$ cat src/rtl/r2zyz_pkg.sv
// ----------------------------------------------------------------------------
// r2zyz_pkg
// Types, constants and helper functions for the rotation to ZYZ Euler block.
// ----------------------------------------------------------------------------
package r2zyz_pkg;

    localparam int CORDIC_STAGES = 16;
    localparam int CORDIC_ITERS  = (CORDIC_STAGES < 24) ? CORDIC_STAGES : 24;
    localparam int SQRT_BITS     = 30;
    localparam int CW            = 34;
    localparam int ZW            = 26;
    localparam int REM_W         = 61;

    localparam logic [14:0] ANGLE_MAX = 15'd18000;

    localparam logic [1:0] BR_GENERAL   = 2'd0;
    localparam logic [1:0] BR_NEAR_ZERO = 2'd1;
    localparam logic [1:0] BR_NEAR_180  = 2'd2;

    localparam logic signed [ZW-1:0] ATAN_DEG16 [24] = '{
        26'sd2949120, 26'sd1740967, 26'sd919879, 26'sd466945, 26'sd234379,
        26'sd117304,  26'sd58666,   26'sd29335,  26'sd14668,  26'sd7334,
        26'sd3667,    26'sd1833,    26'sd917,    26'sd458,    26'sd229,
        26'sd115,     26'sd57,      26'sd29,     26'sd14,     26'sd7,
        26'sd4,       26'sd2,       26'sd1,      26'sd0
    };

    typedef struct packed {
        logic signed [15:0] r00;
        logic signed [15:0] r01;
        logic signed [15:0] r02;
        logic signed [15:0] r12;
        logic signed [15:0] r20;
        logic signed [15:0] r21;
        logic signed [15:0] r22;
    } t_in_item;

    typedef struct packed {
        logic signed [15:0] phi_angle;
        logic        [14:0] theta_angle;
        logic signed [15:0] psi_angle;
        logic        [1:0]  branch_case;
    } t_out_item;

    function automatic logic signed [CW-1:0] scale_entry(input logic signed [15:0] v);
        return {{(CW-30){v[15]}}, v, 14'b0};
    endfunction

    function automatic logic signed [15:0] to_hundredths(input logic signed [ZW-1:0] z);
        logic [ZW-2:0] mag;
        logic [32:0]   p;
        logic [16:0]   q;
        logic [15:0]   h;
        mag = (z < 0) ? (ZW-1)'(-z) : (ZW-1)'(z);
        p   = 33'(mag) * 33'd100 + 33'd32768;
        q   = p[32:16];
        h   = (q > 17'(ANGLE_MAX)) ? 16'(ANGLE_MAX) : q[15:0];
        return (z < 0) ? -$signed(h) : $signed(h);
    endfunction

endpackage

$ cat src/rtl/r2zyz_cordic.sv
// ----------------------------------------------------------------------------
// r2zyz_cordic
// Pipelined vectoring CORDIC giving atan2(y, x) in degrees times 2^16.
// ----------------------------------------------------------------------------
module r2zyz_cordic (
    input  logic                                 i_clk,
    input  logic                                 i_en,
    input  logic signed [r2zyz_pkg::CW-1:0]      i_x,
    input  logic signed [r2zyz_pkg::CW-1:0]      i_y,
    output logic signed [r2zyz_pkg::ZW-1:0]      o_z
);

    localparam int N = r2zyz_pkg::CORDIC_ITERS;

    logic signed [r2zyz_pkg::CW-1:0] r_x [N+1];
    logic signed [r2zyz_pkg::CW-1:0] r_y [N+1];
    logic signed [r2zyz_pkg::ZW-1:0] r_z [N+1];
    logic                            r_zero [N+1];

    always_ff @(posedge i_clk) begin
        if (i_en) begin
            r_zero[0] <= (i_x == '0) && (i_y == '0);
            if (i_x < 0) begin
                if (i_y >= 0) begin
                    r_x[0] <= i_y;
                    r_y[0] <= -i_x;
                    r_z[0] <= r2zyz_pkg::ZW'(90 * 65536);
                end else begin
                    r_x[0] <= -i_y;
                    r_y[0] <= i_x;
                    r_z[0] <= -r2zyz_pkg::ZW'(90 * 65536);
                end
            end else begin
                r_x[0] <= i_x;
                r_y[0] <= i_y;
                r_z[0] <= '0;
            end
        end
    end

    for (genvar i = 0; i < N; i++) begin : g_iter
        always_ff @(posedge i_clk) begin
            if (i_en) begin
                r_zero[i+1] <= r_zero[i];
                if (r_y[i] > 0) begin
                    r_x[i+1] <= r_x[i] + (r_y[i] >>> i);
                    r_y[i+1] <= r_y[i] - (r_x[i] >>> i);
                    r_z[i+1] <= r_z[i] + r2zyz_pkg::ATAN_DEG16[i];
                end else begin
                    r_x[i+1] <= r_x[i] - (r_y[i] >>> i);
                    r_y[i+1] <= r_y[i] + (r_x[i] >>> i);
                    r_z[i+1] <= r_z[i] - r2zyz_pkg::ATAN_DEG16[i];
                end
            end
        end
    end

    assign o_z = r_zero[N] ? '0 : r_z[N];

endmodule

$ cat config.mk
export PLATFORM = sky130hd
export DESIGN_NAME = r2zyz_cordic
export DESIGN_NICKNAME = d
export VERILOG_FILES = /design/src/rtl/r2zyz_pkg.sv /design/src/rtl/r2zyz_cordic.sv
export SDC_FILE = /design/constraint.sdc
export NUM_CORES = 2
export LEC_CHECK = 0
export BUFFER_PORTS_ARGS = -buffer_cell sky130_fd_sc_hd__buf_2
export CORE_ASPECT_RATIO = 0.5
export CORE_MARGIN = 3
export CORE_UTILIZATION = 30
export CTS_BUF_LIST = sky130_fd_sc_hd__clkbuf_16
export DETAILED_ROUTE_END_ITERATION = 8
export GPL_TIMING_DRIVEN = 0
export PLACE_DENSITY = 0.53
export SLEW_MARGIN = 20
export SYNTH_ARGS = -nofsm -noshare
export SYNTH_HDL_FRONTEND = slang
export SYNTH_SLANG_ARGS = --single-unit
$ cat constraint.sdc
create_clock -name i_clk -period 13.7 [get_ports i_clk]
set_clock_uncertainty 0.1 [all_clocks]
set_input_delay 0.685 -clock i_clk [delete_from_list [all_inputs] [get_ports i_clk]]
set_output_delay 0.685 -clock i_clk [all_outputs]
set_load 0.01 [all_outputs]
==> Yosys cells after proc, flatten, opt, wreduce, memory -nomap -nowiden <==
Memory sizes are Yosys's and may differ from the RTL's.
Index checks and enable logic that the tools add are counted.
{ "word_totals": {"inputBits": 70, "mem_bits_rw": 1615, "memories": 4, "ff_bits": 0} }
{ "memory_table": {"columns": ["memory", "depth", "word_bits", "read_ports", "rd_clocked_by_memory_dff", "wr", "line", "source"], "rows": [
  ["r_x", 17, 34, 16, 0, 17, "r2zyz_cordic.sv:15", "logic signed [r2zyz_pkg::CW-1:0] r_x [N+1];"],
  ["r_y", 17, 34, 16, 0, 17, "r2zyz_cordic.sv:16", "logic signed [r2zyz_pkg::CW-1:0] r_y [N+1];"],
  ["r_z", 17, 26, 17, 0, 17, "r2zyz_cordic.sv:17", "logic signed [r2zyz_pkg::ZW-1:0] r_z [N+1];"],
  ["r_zero", 17, 1, 17, 0, 17, "r2zyz_cordic.sv:18", "logic r_zero [N+1];"]
]} }
{ "classes": {"bitwise_logic": 54, "add_sub_neg": 97, "order_cmp": 18, "mux": 164, "n_reduce_logical": 3} }
{ "ops": {"columns": ["cell", "n"], "rows": [
  ["2-to-1 mux 34 bit", 36],
  ["> comparator 34 x 1 -> 1 bit, second input constant", 16],
  ["2-to-1 mux 26 bit", 19],
  ["2-to-1 mux 1 bit", 109],
  ["adder 34 x 19 -> 34 bit", 2],
  ["adder 34 x 20 -> 34 bit", 2],
  ["adder 34 x 21 -> 34 bit", 2],
  ["adder 34 x 22 -> 34 bit", 2],
  ["adder 34 x 23 -> 34 bit", 2],
  ["adder 34 x 24 -> 34 bit", 2],
  ["adder 34 x 25 -> 34 bit", 2],
  ["adder 34 x 26 -> 34 bit", 2],
  ["adder 34 x 27 -> 34 bit", 2],
  ["adder 34 x 28 -> 34 bit", 2],
  ["adder 34 x 29 -> 34 bit", 2],
  ["adder 34 x 30 -> 34 bit", 2],
  ["adder 34 x 31 -> 34 bit", 2],
  ["adder 34 x 32 -> 34 bit", 2],
  ["adder 34 x 33 -> 34 bit", 2],
  ["logical NOT 34 bit", 2],
  ["negator 34 bit", 2],
  ["subtractor 34 x 19 -> 34 bit", 2],
  ["subtractor 34 x 20 -> 34 bit", 2],
  ["subtractor 34 x 21 -> 34 bit", 2],
  ["other kinds (50)", 116]
]} }

==> Depth between registers and ports, before layout <==
{ "logic_depth": {"ltp_word": 7, "mapped_depth": 25} }

==> Least setup slack after synthesis <==
Ideal clock, no wire load.
{ "synth_path": {"kind": "register -> register", "from": "memory r_y[6][6] (netlist bit)", "to": "memory r_x[7][26] (netlist bit), data pin", "t_arrival_ns": 6.194, "slack_ns": 7.248, "stages_incl_launch_ff": 25, "t_required_ns": 13.442, "synth_period_minus_slack_ns": 6.452, "path_cell_list": "edfxtp_1 > inv_1 > ha_1 > nor4bb_1 > nand2_1 > nor4_1 > nor4b_2 > and3_1 > o21ai_1 > inv_2 > buf_1 > nor2_1 > xnor2_1 > ha_1 > nor2b_1 > o21ai_0 > a21boi_0 > o21ai_0 > a21oi_1 > a311oi_1 > o311a_1 > a21oi_1 > o41ai_2 > or4b_1 > o211ai_1"} }
{ "synth_rtl": {"columns": ["item", "line"], "rows": [
  ["from (decl)", "r2zyz_cordic.sv:16"],
  ["to (decl)", "r2zyz_cordic.sv:15"]
]} }

==> impl_results.md <==
* Synth cell types at 100
* Global route hottest layer: met2
* Post-synth top area share at 0.345
* Global placement routability congestion at 0.931
* Setup TNS Final at 0 ns
* Total nets after synthesis at about 15000
* Synth Warn # at 0
* Slew margin rel. at 0.203
* Async SR Flop Fraction at 0
* Initial Utilization at 0.302
* Placed Cells at between 15000 and 20000
* Wire per inst at 18.1 µm
* Vias per cell at 5.09
* M2 GR Usage at 0.277
* R2R cell count at 24
* Worst R2R Start: r_y[6][6]
* Minimum clock period at 8.80 ns
* Chip Width at 916 µm
* Post-Synth XOR/XNOR Area at 0.132
* Residual DRC at 0
* Hold path cells at 3
* Delay-heaviest family, CP: compound AO/OA/AOI/OAI gates
* WHS Endpoint: r_y[0][0]
* DRT Wirelength at between 300000 and 400000 µm
* DPL Wire Length at 284000 µm
* WP data arrival at 9.38 ns
* Antenna violations before repair at 7
* Clock Tree Root: clkbuf_16
* Post-cts sizing count at 0
* Fin util at 0.335
* CTS tree: yes
* NumNets Final at around 15000
* Die Ht at 461 µm
* Area of the multi-input gates at 77900 µm²
* Min-delay src: i_x[0]
* Die area at 422000 µm²
* Simple-gate share of the synthesized area at 0.143
* CP Capture Type: flop
* Buffer depth of the longest clock path at 4
* CTS HTree Levels at 4
* Reg-to-reg critical path endpoint: r_x[7][26]
* Fmax at 114 MHz
* Number of post-CTS setup repair buffers at 0
* WHS at 0.101 ns
* I/O pin count at between 90 and 100
* Final cell count without fillers at 19161
* GRT met1 Usage at 0.198
* Total of max-cap violations at 0
* PortBufs at 93
* Worst Path Required at 14.28 ns
* Ys flop type: edfxtp_1
* Main area contributors after synthesis: edfxtp_1 (35%), ha_1 (14%), xnor2_1 (8.6%), a21oi_1 (5.4%), xor2_1 (4.5%)
* Total GRT Usage at 0.159
* Area delta synth->final at 10.6%
* Vias in the first global route at 96594
* Min-Delay Path Class: input pin to flop
* Seq/Total Area, Yosys at 0.345
* Clock Sinks at 1429
* Final Hold Violating Endpoints at 0
* Largest net degree at the start of global routing at 60
* Clock-pin slew on the worst setup and hold paths at 0.06 ns
* Commonest non-fill, non-tap cell in the layout: edfxtp_1
* Synthesized area per cell at 9.34 µm²
* Fillers at 42079
* Syn Std Cell Area at 124000 µm²
* Final Cycle Share at 0.642
* Vias at between 90000 and 100k
* Largest family of logic cells by synthesized area: compound AO/OA/AOI/OAI gates
* Core Region at 411000 µm²
* Post-synthesis mux area share at 0.00579
* CP Class: flop to flop
* Register area at 42900 µm²
* Buf/Inv on CP at 3
* Worst-path maximum fanout at 25
* Flop2flop setup slack at roughly 4.9 ns
* Pins over their slew limit at 0
* EDFF count, synth at ~1400
* Post-Synth Adder-Cell Area at 0.143
* Met3 Use GR at 0.0178
* Grt ovf at 0
* Mapped Cells at 13295
* Row count at 166
* 1st-pass router iterations at 8
* Yosys reg bits at ~1400
* Critical Path Max Stage Delay at approximately 0.69 ns
* Actual slew at the worst max-slew pin at 1.18 ns
* CTS buffer count at 162
* Final setup viols at 0
* Critical path's slowest cell: a311oi_1
* Antenna Nets Post-Route at 0
* Hold_buf cts at 0
* Startpoint Class: flop
* Share of layout cells above drive strength 1 at 0.0423
* Compound-Gate Fraction of Synth Area at 0.204
* Initial DRC Count at 6076
* Cell taking the most area after synthesis: edfxtp_1
* Status: completed
* Worst skew pair latency at ~0.85 ns
* CP Cell Sequence: inv_1 -> ha_1 -> nor4bb_1 -> nand2_1 -> nor4_1 -> nor4b_2 -> and3_1 -> o21ai_1 -> inv_2 -> buf_2 -> nor2_1 -> xnor2_1 -> ha_1 -> nor2b_1 -> o21ai_0 -> a21boi_0 -> o21ai_0 -> a21oi_1 -> a311oi_1 -> o311a_1 -> a21oi_1 -> o41ai_2 -> or4b_1 -> o211ai_1
* RSZ-0062 raised after global routing: false
* Commonest cells after routing, fill and taps aside: edfxtp_1 (1429), ha_1 (1358), a21oi_1 (1340)
* Global-route wire length before repair at 542000 µm
==> worst register-to-register path, delay by kind of cell, from the launching register on <==
family,cells,cell delay (ns)
AOI/OAI and AO/OA,10,3.15
xor gates and xnor gates,1,0.25
adders and majority gates,2,0.49
buffers and inverters,3,1.06
DFF,1,0.48
and+or+nand+nor,8,3.12
==> logic make-up after synthesis <==
kind of cell    after synthesis
fa+ha+maj                  1398
xor+xnor                   1865
simple gates               3619
compound gates             4025
other cells                   1
mux                          68
buf+inv                     890
flops                      1429
==> worst max-delay path by stage <==
stage	start	endpoint	slack, ns	cells past startpoint
3_3_place_gp	i_en	r_x[12][32]	1.62	16
6_report	r_y[6][6]	r_x[7][26]	4.90	24
3_5_place_dp	r_y[6][6]	r_x[7][26]	4.94	24
4_1_cts	r_y[6][6]	r_x[7][26]	4.90	24
5_1_grt	r_y[6][6]	r_x[7][26]	4.36	24
2_1_floorplan	r_y[6][6]	r_x[7][26]	7.25	24
==> cell usage after synthesis, drive strengths merged (126+ instances only) <==
cell type and count:
nand2 788, nor2b 226, xor2 638, a21o 550, o21bai 151, edfxtp 1429, o31ai 180, nor3 317
xnor2 1227, nand3 218, clkbuf 226, nor2 1048, inv 618, nor4 126, o21a 202, ha 1358
or3 133, nand2b 230, a21oi 1341, o21ai 837
==> cell type report <==
cell class / instances / share of cell area
Antenna cell: 3 / 0.0000546
Inverter: 625 / 0.0171
Buffer: 265 / 0.00818
Clock inverter: 114 / 0.00689
Tap cell: 5460 / 0.0497
Sequential cell: 1429 / 0.312
Clock buffer: 166 / 0.0302
Timing Repair Buffer: 123 / 0.00841
Multi-Input combinational cell: 10976 / 0.567
==> sequential cells by signal (all words and copies together), names as in the netlist <==
signal  flops
r_x       496
r_y       543
r_zero     17
r_z       373
==> through the flow <==
stage,worst slack (ns),instance area [µm²]
2_1_floorplan,7.25,124000
3_3_place_gp,1.62,131000
3_5_place_dp,4.94,132000
4_1_cts,4.90,137000
5_1_grt,4.36,137000
6_report,4.90,137000
==> metal layers <==
metal  share of wire  vias to the layer above
li1                -                    49734
met1            0.45                    45028
met2            0.47                     1991
met3           0.034                      722
met4           0.049                        2
met5        0.000037                        -
Power is left out: the tool's default activity adds up to more than one toggle a clock period on the data nets, which glitch-free logic cannot reach.
